==> src/rtl/psq_pkg.sv <==
package psq_pkg;

  // Result kinds carried on the output side
  typedef enum logic [1:0] {
    CODE_FRESH     = 2'd0,
    CODE_HELD      = 2'd1,
    CODE_REJECT    = 2'd2,
    CODE_BUS_ERROR = 2'd3
  } psq_code_t;

  // Configuration register indexes
  localparam logic CFG_PRESSURE_LOW  = 1'b0;
  localparam logic CFG_PRESSURE_HIGH = 1'b1;

  localparam logic signed [20:0] PRESSURE_LOW_RESET  = 21'sd0;
  localparam logic signed [20:0] PRESSURE_HIGH_RESET = 21'sd100000;

  // Frame acceptance limits
  localparam logic [23:0] SPAN_LO         = 24'd1677722;
  localparam logic [23:0] SPAN_HI         = 24'd15099494;
  localparam logic [7:0]  BAD_STATUS_MASK = 8'h25;
  localparam logic [23:0] TEAR_LIMIT      = 24'd1024;

  // One read attempt: two sensor frames
  typedef struct packed {
    logic [7:0]  first_status;
    logic [23:0] first_pressure;
    logic [23:0] first_temperature;
    logic        first_ok;
    logic [7:0]  second_status;
    logic [23:0] second_pressure;
    logic        second_ok;
  } psq_item_t;

  // One qualified sample
  typedef struct packed {
    psq_code_t          code;
    logic [7:0]         status_byte;
    logic [23:0]        raw_pressure_out;
    logic [23:0]        raw_temperature_out;
    logic signed [20:0] pressure_pa;
    logic signed [14:0] temperature_centi;
    logic               held_flag;
    logic [31:0]        fresh_count;
    logic [31:0]        fault_count;
    logic [31:0]        hold_count;
  } psq_result_t;

endpackage

==> src/rtl/pressure_sample_qualifier_core.sv <==
// Pressure sample qualifier.
// Input stream (s_*): one item per read attempt, two sensor frames with their
// bus-ok flags. Output stream (m_*): one qualified sample per input item, in
// order: fresh, held last good, rejected with no good sample, or bus error,
// with the raw values, the converted pressure (Pa) and temperature (0.01 C)
// and three wrapping 32-bit event counters.
// An item passes the input register and then the result register before
// m_tvalid goes up, so a result is never taken in the cycle its item is accepted.
// One item is accepted every cycle when the output side does not stall; the path
// between the registers is a single 28x22 signed multiply plus round and add.
// The output register advances when it is empty or taken, and the input
// register advances with it, so a stalled receiver stops intake after the two
// registers fill; no item is dropped.
// Configuration (cfg_*): index 0 is the pressure at 10 % of the raw span,
// index 1 the pressure at 90 %, both 21-bit signed; write only while idle.
// Reset (rst, synchronous) empties both registers, clears the stored sample,
// the held flag and the counters, and loads the default calibration
// (0 Pa and 100000 Pa).
module pressure_sample_qualifier_core
  import psq_pkg::*;
(
  input  logic        clk,
  input  logic        rst,
  // Input items
  input  logic        s_tvalid,
  output logic        s_tready,
  input  logic [87:0] s_tdata,  // first_status, first_pressure, first_temperature,
                                // second_status, second_pressure
  input  logic [1:0]  s_tuser,  // first_ok, second_ok
  // Result items
  output logic        m_tvalid,
  input  logic        m_tready,
  output logic [191:0] m_tdata, // status_byte, raw_pressure_out, raw_temperature_out,
                                // pressure_pa, temperature_centi, fresh_count,
                                // fault_count, hold_count, zero fill
  output logic [2:0]  m_tuser,  // result_code, held_flag
  // Configuration writes
  input  logic        cfg_wr_en,
  input  logic        cfg_addr,
  input  logic [20:0] cfg_wdata
);

  logic               in_valid;
  psq_item_t          in_item;
  logic               out_valid;
  psq_result_t        out_result;
  psq_result_t        result_next;
  logic               advance;
  logic               load;
  logic signed [20:0] pressure_low;
  logic signed [20:0] pressure_high;

  assign advance  = !out_valid || m_tready;
  assign load     = in_valid && advance;
  assign s_tready = !in_valid || advance;

  // Calibration registers
  always_ff @(posedge clk) begin
    if (rst) begin
      pressure_low  <= PRESSURE_LOW_RESET;
      pressure_high <= PRESSURE_HIGH_RESET;
    end else if (cfg_wr_en) begin
      unique case (cfg_addr)
        CFG_PRESSURE_LOW:  pressure_low  <= cfg_wdata;
        CFG_PRESSURE_HIGH: pressure_high <= cfg_wdata;
        default:           pressure_low  <= pressure_low;
      endcase
    end
  end

  // Input register
  always_ff @(posedge clk) begin
    if (rst) begin
      in_valid <= 1'b0;
    end else if (s_tvalid && s_tready) begin
      in_valid <= 1'b1;
    end else if (load) begin
      in_valid <= 1'b0;
    end
  end

  always_ff @(posedge clk) begin
    if (s_tvalid && s_tready) begin
      in_item.first_status      <= s_tdata[7:0];
      in_item.first_pressure    <= s_tdata[31:8];
      in_item.first_temperature <= s_tdata[55:32];
      in_item.first_ok          <= s_tuser[0];
      in_item.second_status     <= s_tdata[63:56];
      in_item.second_pressure   <= s_tdata[87:64];
      in_item.second_ok         <= s_tuser[1];
    end
  end

  psq_qualify u_qualify (
    .clk           (clk),
    .rst           (rst),
    .item          (in_item),
    .load          (load),
    .pressure_low  (pressure_low),
    .pressure_high (pressure_high),
    .result        (result_next)
  );

  // Result register
  always_ff @(posedge clk) begin
    if (rst) begin
      out_valid <= 1'b0;
    end else if (advance) begin
      out_valid <= in_valid;
    end
  end

  always_ff @(posedge clk) begin
    if (load) begin
      out_result <= result_next;
    end
  end

  assign m_tvalid = out_valid;
  assign m_tdata  = {4'd0,
                     out_result.hold_count,
                     out_result.fault_count,
                     out_result.fresh_count,
                     out_result.temperature_centi,
                     out_result.pressure_pa,
                     out_result.raw_temperature_out,
                     out_result.raw_pressure_out,
                     out_result.status_byte};
  assign m_tuser  = {out_result.held_flag, out_result.code};

  // Intake never stalls while the result register is empty
  a_ready_when_empty: assert property (@(posedge clk) disable iff (rst)
    !out_valid |-> s_tready)
    else $error("input stalled with empty result register");

  // An item leaving the input register shows up as a result next cycle
  a_load_gives_result: assert property (@(posedge clk) disable iff (rst)
    load |=> m_tvalid)
    else $error("loaded item not presented");

  // A waiting input item is kept while the output side stalls
  a_input_kept: assert property (@(posedge clk) disable iff (rst)
    (in_valid && !advance) |=> in_valid)
    else $error("input item lost during stall");

  // A fresh sample always clears the held flag it reports
  a_fresh_not_held: assert property (@(posedge clk) disable iff (rst)
    (load && result_next.code == CODE_FRESH) |=> !m_tuser[2])
    else $error("fresh sample reported as held");

endmodule

==> src/rtl/psq_convert.sv <==
module psq_convert
  import psq_pkg::*;
(
  input  logic [23:0]        raw_pressure,
  input  logic [23:0]        raw_temperature,
  input  logic signed [20:0] pressure_low,
  input  logic signed [20:0] pressure_high,
  output logic signed [20:0] pressure_pa,
  output logic signed [14:0] temperature_centi
);

  localparam logic [27:0]        SPAN_OFFSET = 28'd16777216;
  localparam logic signed [49:0] ROUND_HALF  = 50'sd67108864;
  localparam logic [14:0]        TEMP_SCALE  = 15'd16500;
  localparam logic [14:0]        TEMP_OFFSET = 15'd4000;

  logic [27:0]        raw_times_ten;
  logic [27:0]        span_num;
  logic signed [21:0] span_diff;
  logic signed [49:0] product;
  logic signed [49:0] rounded;
  logic signed [22:0] scaled;
  logic signed [22:0] pressure_sum;
  logic [38:0]        temp_product;

  // Pressure: low + round((10*raw - 2^24) * (high - low) / 2^27)
  // An accepted raw value keeps the numerator below 2^27 and non-negative.
  assign raw_times_ten = ({4'd0, raw_pressure} << 3) + ({4'd0, raw_pressure} << 1);
  assign span_num      = raw_times_ten - SPAN_OFFSET;
  assign span_diff     = 22'(pressure_high) - 22'(pressure_low);
  assign product       = 50'(signed'({1'b0, span_num[26:0]})) * 50'(span_diff);
  assign rounded       = product + ROUND_HALF;
  assign scaled        = rounded[49:27];
  assign pressure_sum  = scaled + 23'(pressure_low);
  assign pressure_pa   = pressure_sum[20:0];

  // Temperature: floor(raw * 16500 / 2^24) - 4000
  assign temp_product      = {15'd0, raw_temperature} * {24'd0, TEMP_SCALE};
  assign temperature_centi = signed'(temp_product[38:24] - TEMP_OFFSET);

endmodule

==> src/rtl/psq_qualify.sv <==
module psq_qualify
  import psq_pkg::*;
(
  input  logic               clk,
  input  logic               rst,
  input  psq_item_t          item,
  input  logic               load,
  input  logic signed [20:0] pressure_low,
  input  logic signed [20:0] pressure_high,
  output psq_result_t        result
);

  logic               have_good;
  logic [23:0]        good_raw_pressure;
  logic [23:0]        good_raw_temperature;
  logic signed [20:0] good_pressure;
  logic signed [14:0] good_temperature;
  logic               held_state;
  logic [31:0]        accepted_total;
  logic [31:0]        bus_error_total;
  logic [31:0]        held_total;

  logic               held_state_next;
  logic [31:0]        accepted_total_next;
  logic [31:0]        bus_error_total_next;
  logic [31:0]        held_total_next;

  logic               first_bad;
  logic               second_bad;
  logic [23:0]        tear;
  logic               hold;
  logic               fresh;
  logic signed [20:0] conv_pressure;
  logic signed [14:0] conv_temperature;

  function automatic logic frame_bad(input logic [7:0] status, input logic [23:0] raw);
    frame_bad = ((status & BAD_STATUS_MASK) != 8'd0) || (raw < SPAN_LO) || (raw > SPAN_HI);
  endfunction

  psq_convert u_convert (
    .raw_pressure      (item.first_pressure),
    .raw_temperature   (item.first_temperature),
    .pressure_low      (pressure_low),
    .pressure_high     (pressure_high),
    .pressure_pa       (conv_pressure),
    .temperature_centi (conv_temperature)
  );

  // Check both frames and the tear between them
  assign first_bad  = frame_bad(item.first_status, item.first_pressure);
  assign second_bad = frame_bad(item.second_status, item.second_pressure);
  assign tear       = (item.first_pressure > item.second_pressure)
                    ? item.first_pressure - item.second_pressure
                    : item.second_pressure - item.first_pressure;
  assign hold       = first_bad || !item.second_ok || second_bad || (tear > TEAR_LIMIT);
  assign fresh      = item.first_ok && !hold;

  // Build the result and the next counter values
  always_comb begin
    held_state_next      = held_state;
    accepted_total_next  = accepted_total;
    bus_error_total_next = bus_error_total;
    held_total_next      = held_total;
    result               = '0;
    result.code          = CODE_BUS_ERROR;

    if (!item.first_ok) begin
      bus_error_total_next = bus_error_total + 32'd1;
    end else begin
      result.status_byte = item.first_status;
      if (!first_bad && !item.second_ok) begin
        bus_error_total_next = bus_error_total + 32'd1;
      end
      if (hold) begin
        held_state_next = 1'b1;
        held_total_next = held_total + 32'd1;
        if (have_good) begin
          result.code                = CODE_HELD;
          result.raw_pressure_out    = good_raw_pressure;
          result.raw_temperature_out = good_raw_temperature;
          result.pressure_pa         = good_pressure;
          result.temperature_centi   = good_temperature;
        end else begin
          result.code = CODE_REJECT;
        end
      end else begin
        held_state_next            = 1'b0;
        accepted_total_next        = accepted_total + 32'd1;
        result.code                = CODE_FRESH;
        result.raw_pressure_out    = item.first_pressure;
        result.raw_temperature_out = item.first_temperature;
        result.pressure_pa         = conv_pressure;
        result.temperature_centi   = conv_temperature;
      end
    end

    result.held_flag   = held_state_next;
    result.fresh_count = accepted_total_next;
    result.fault_count = bus_error_total_next;
    result.hold_count  = held_total_next;
  end

  // Advance the qualifier state as each item leaves for the result register
  always_ff @(posedge clk) begin
    if (rst) begin
      have_good       <= 1'b0;
      held_state      <= 1'b0;
      accepted_total  <= '0;
      bus_error_total <= '0;
      held_total      <= '0;
    end else if (load) begin
      held_state      <= held_state_next;
      accepted_total  <= accepted_total_next;
      bus_error_total <= bus_error_total_next;
      held_total      <= held_total_next;
      if (fresh) begin
        have_good <= 1'b1;
      end
    end
  end

  // Store the last good sample
  always_ff @(posedge clk) begin
    if (rst) begin
      good_raw_pressure    <= '0;
      good_raw_temperature <= '0;
      good_pressure        <= '0;
      good_temperature     <= '0;
    end else if (load && fresh) begin
      good_raw_pressure    <= item.first_pressure;
      good_raw_temperature <= item.first_temperature;
      good_pressure        <= conv_pressure;
      good_temperature     <= conv_temperature;
    end
  end

endmodule
==> config.mk <==
export PLATFORM = sky130hd
export DESIGN_NAME = pressure_sample_qualifier_core
export DESIGN_NICKNAME = d
export VERILOG_FILES = /design/src/rtl/psq_pkg.sv /design/src/rtl/pressure_sample_qualifier_core.sv /design/src/rtl/psq_convert.sv /design/src/rtl/psq_qualify.sv
export SDC_FILE = /design/constraint.sdc
export NUM_CORES = 2
export LEC_CHECK = 0
export ABC_AREA = 1
export BUFFER_PORTS_ARGS = -buffer_cell sky130_fd_sc_hd__buf_2
export CAP_MARGIN = 20
export CELL_PAD_IN_SITES_DETAIL_PLACEMENT = 1
export CELL_PAD_IN_SITES_GLOBAL_PLACEMENT = 1
export CORE_MARGIN = 2
export CORE_UTILIZATION = 51
export CTS_BUF_LIST = sky130_fd_sc_hd__clkbuf_4 sky130_fd_sc_hd__clkbuf_8 sky130_fd_sc_hd__clkbuf_16
export DETAILED_ROUTE_END_ITERATION = 10
export PLACE_DENSITY = 0.95
export SKIP_CTS_REPAIR_TIMING = 1
export SLEW_MARGIN = 20
export SYNTH_ARGS = -nofsm -noshare
export SYNTH_HDL_FRONTEND = slang
export SYNTH_SLANG_ARGS = --single-unit
==> constraint.sdc <==
create_clock -name clk -period 27.6 [get_ports clk]
set_input_delay 8.28 -clock clk [delete_from_list [all_inputs] [get_ports clk]]
set_output_delay 8.28 -clock clk [all_outputs]
set_load 0.02 [all_outputs]
==> insert_results.sql <==
INSERT INTO impl_metrics (metric_group, metric, value, unit) VALUES
('drt', 'detail-route-antenna-nets', '0', ''),
('timing', 'slew_headroom', '22.5', '%'),
('grt', 'grt_pass1_vias', '54100', ''),
('setup_path', 'type_of_element_launching_the_critical_path', 'input port', ''),
('setup_path', 'worst-path-max-fanout', '3', ''),
('timing', 'timing.final.crit_share', '61.7', '%'),
('grt', 'grt_start_max_net_pins', '147', ''),
('yosys', 'synth-seq-area-share', '25.0', '%'),
('setup_path', 'cp_num_buf_inv', '3', ''),
('floorplan', 'pin_count', '314', ''),
('setup_path', 'critPathTopFamily', 'buffers and inverters', ''),
('grt', 'number_of_antenna_violations_at_the_first_check_in_global_routing', '7', ''),
('yosys', 'synthesis.yosys.warnings', '0', ''),
('drt', 'route.vias.total', '48700', ''),
('drt', 'drt-total-wl', '205', 'mm'),
('setup_path', 'worst_ep_arrival_time', '8760', 'ps'),
('clock_network', 'clock_tree.root_cell', 'clkbuf_16', ''),
('setup_path', 'cp_data_required_time', '19320', 'ps'),
('timing', 'max_slew.worst_pin.slew', '1160', 'ps'),
('clock_network', 'cts.clk_slew.worst_paths', '60', 'ps'),
('cells_and_area', 'layout.cells.most_common', 'nand2_1', ''),
('grt', 'wire_length_of_the_first_global_routing_pass', '313', 'mm'),
('setup_path', 'critPathSlowestCell', 'buf_2', ''),
('drt', 'detailedRoute.firstPassIterationCount', '6', ''),
('cells_and_area', 'areaGrowthSynthToFinish', '9.16', '%'),
('clock_network', 'cts_buffer_depth', '3', ''),
('timing', 'rsz0062_at_grt', 'no', ''),
('floorplan', 'fp-row-count', '116', ''),
('hold_path', 'holdCritPathClass', 'flip-flop to flip-flop', ''),
('placed_design', 'globalplace.congestion', '0.951', ''),
('run', 'max-cap-violations', '0', ''),
('setup_path', 'critical-path-max-stage-delay', '190', 'ps'),
('timing', 'timing.fmax', '0.0587', 'GHz'),
('floorplan', 'die-width', '321', 'um'),
('timing', 'final-max-slew-violation-count', '0', ''),
('timing', 'clock_skew', '45.9', 'ps'),
('placed_design', 'dp.final_hpwl', '156', 'mm'),
('clock_network', 'cts_tree', 'built', ''),
('clock_network', 'numClockSinks', '502', ''),
('cells_and_area', 'num-nets-final', '7898', ''),
('clock_network', 'cts_inserted_buffers', '58', ''),
('timing', 'fin_crit', '17040', 'ps'),
('yosys', 'synth.distinct_cells', '57', ''),
('floorplan', 'core_area', '99900', 'um2'),
('floorplan', 'die_area', '103000', 'um2'),
('yosys', 'netlist_instances', '6623', ''),
('run_status', 'outcome', 'finished, final reports clean', ''),
('yosys', 'yosys_register_bits', '502', ''),
('cells_and_area', 'layout-drive-gt1-share', '7.53', '%'),
('yosys', 'average_footprint_of_a_synthesized_cell', '7.74', 'um2'),
('setup_path', 'timing.critical_path.mode_cell', 'buf_2', ''),
('setup_path', 'critPathKind', 'input port to output pin', ''),
('timing', 'fin_setup_tns', '0', 'ps'),
('cells_and_area', 'seq_area', '12800', 'um2'),
('drt', 'via_per_inst', '5.96', ''),
('floorplan', 'initial_core_util', '51.3', '%'),
('yosys', 'synth_async_sr_flop_share', '0', '%'),
('clock_network', 'max_h_tree_level', '2', ''),
('drt', 'drt_first_iter_violations', '4123', ''),
('grt', 'grt-ovfl-total', '0', ''),
('cells_and_area', 'fillerInstances', '12500', ''),
('placed_design', 'io_buffers', '304', ''),
('yosys', 'dominantRegCellSynth', 'edfxtp_1', ''),
('drt', 'post_drt_wl_per_cell', '25.1', 'um'),
('grt', 'grt_usage', '39.6', '%'),
('timing', 'setup_violations', '0', ''),
('floorplan', 'dieHeight', '321', 'um'),
('yosys', 'synth-edff-count', '276', ''),
('yosys', 'synthesis.area', '51200', 'um2'),
('setup_path', 'path_cells', 'buf_2, inv_1, nand3_1, buf_2', ''),
('timing', 'timing_hold_violations_final', '0', ''),
('drt', 'drt_drc_violations_left', '0', ''),
('setup_path', 'endpoint_kind', 'output pin', ''),
('cells_and_area', 'multiInputGateArea', '32900', 'um2'),
('cells_and_area', 'commonest_cells_after_routing_fill_and_taps_aside', '1834 x nand2_1, 1202 x inv_1, 541 x fa_1, 494 x nor2_1, 422 x ha_1', ''),
('clock_network', 'worstSkewPairLatency', '700', 'ps');
[per-layer routing]
| layer | up-vias | part of all wire [%] | global-route usage, % |
|---|---|---|---|
| li1 | 21000 | - | - |
| met1 | 23900 | 35 | 43.9 |
| met2 | 2683 | 47 | 66.0 |
| met3 | 1060 | 8.2 | 8.80 |
| met4 | 4 | 9.0 | 31.2 |
| met5 | - | 0.016 | 0 |
[path summary, 6_finish.rpt]
| kind | startpoint | endpoint | slack [ps] | depth (start not counted) |
|---|---|---|---|---|
| setup reg to reg | in_item[59] | m_tdata[74] | 13620 | 51 |
| setup / recovery | m_tready | s_tready | 10560 | 4 |
| hold reg to reg | u_qualify.good_pressure[2] | u_qualify.good_pressure[2] | 470 | 2 |
| hold / removal | u_qualify.good_pressure[2] | u_qualify.good_pressure[2] | 470 | 2 |
[Yosys cell counts (all sizes together) (4+ instances only)]
| cell | instances | share of area [%] |
|---|---|---|
| clkinv | 5 | 0.037 |
| inv | 1216 | 8.9 |
| fa | 541 | 21 |
| o21bai | 9 | 0.13 |
| a21oi | 343 | 3.4 |
| nor4 | 32 | 0.39 |
| a21o | 7 | 0.10 |
| a211oi | 8 | 0.12 |
| dfxtp | 226 | 8.8 |
| o21a | 4 | 0.059 |
| xor2 | 137 | 2.3 |
| o211ai | 7 | 0.10 |
| buf | 62 | 0.68 |
| clkbuf | 158 | 1.2 |
| nand3 | 345 | 3.4 |
| edfxtp | 276 | 16 |
| nand4 | 78 | 0.95 |
| nor3b | 4 | 0.059 |
| nand3b | 12 | 0.18 |
| xnor2 | 33 | 0.56 |
| or2 | 14 | 0.17 |
| nor2 | 505 | 3.8 |
| nor3 | 56 | 0.57 |
| a31oi | 10 | 0.12 |
| ha | 422 | 10 |
| nand2 | 1840 | 14 |
| o221ai | 4 | 0.068 |
| o21ai | 248 | 2.4 |
[registers in the layout (all words and copies together), names as in the netlist]
name                            flops
m_tdata                           188
in_item                            85
u_qualify.accepted_total           32
u_qualify.bus_error_total          32
u_qualify.held_total               32
u_qualify.good_raw_pressure        24
u_qualify.good_raw_temperature     24
pressure_high                      21
pressure_low                       21
u_qualify.good_pressure            21
u_qualify.good_temperature         15
m_tuser                             3
in_valid                            1
m_tvalid                            1
u_qualify.have_good                 1
u_qualify.held_state                1
[cells by family after synthesis]
family | count (synthesis) | share of synthesized area, %
and+or+nand+nor | 2894 | 23.2
buffers and inverters | 1441 | 10.8
adders and majority gates | 963 | 31.4
AOI/OAI and AO/OA | 651 | 6.66
DFF | 502 | 25.0
xor gates and xnor gates | 170 | 2.91
other | 1 | 0.00732
muxes | 1 | 0.0220
[area by class of cell]
| cell class | count | area share [%] |
|---|---|---|
| Antenna cell | 5 | 0.0224 |
| Clock buffer | 70 | 2.82 |
| Clock inverter | 40 | 0.843 |
| Inverter | 1221 | 8.23 |
| Multi-Input combinational cell | 4683 | 58.9 |
| Sequential cell | 502 | 22.9 |
| Tap cell | 1298 | 2.90 |
| Timing Repair Buffer | 352 | 3.38 |
[worst min-delay path, delay by kind of cell (launching register included)]
family,cells,cell delay (ps)
AND/OR/NAND/NOR,1,60
flip-flops,1,310
AO/OA/AOI/OAI,1,50
[through the flow]
stage	hold WS, ps	setup WS (ps)	instances	utilization [%]	cell area [um2]
5_1_grt	484	10520	8171	56.0	55900
4_1_cts	467	10560	8165	56.0	55900
2_1_floorplan	433	10790	6626	-	51200
3_3_place_gp	452	10590	8055	53.9	53900
6_report	465	10560	8171	56.0	55900
3_5_place_dp	457	10560	8055	53.9	53900
Power is not shown: default switching activity piles up to over one toggle a cycle in this logic, so the estimate is an artifact.
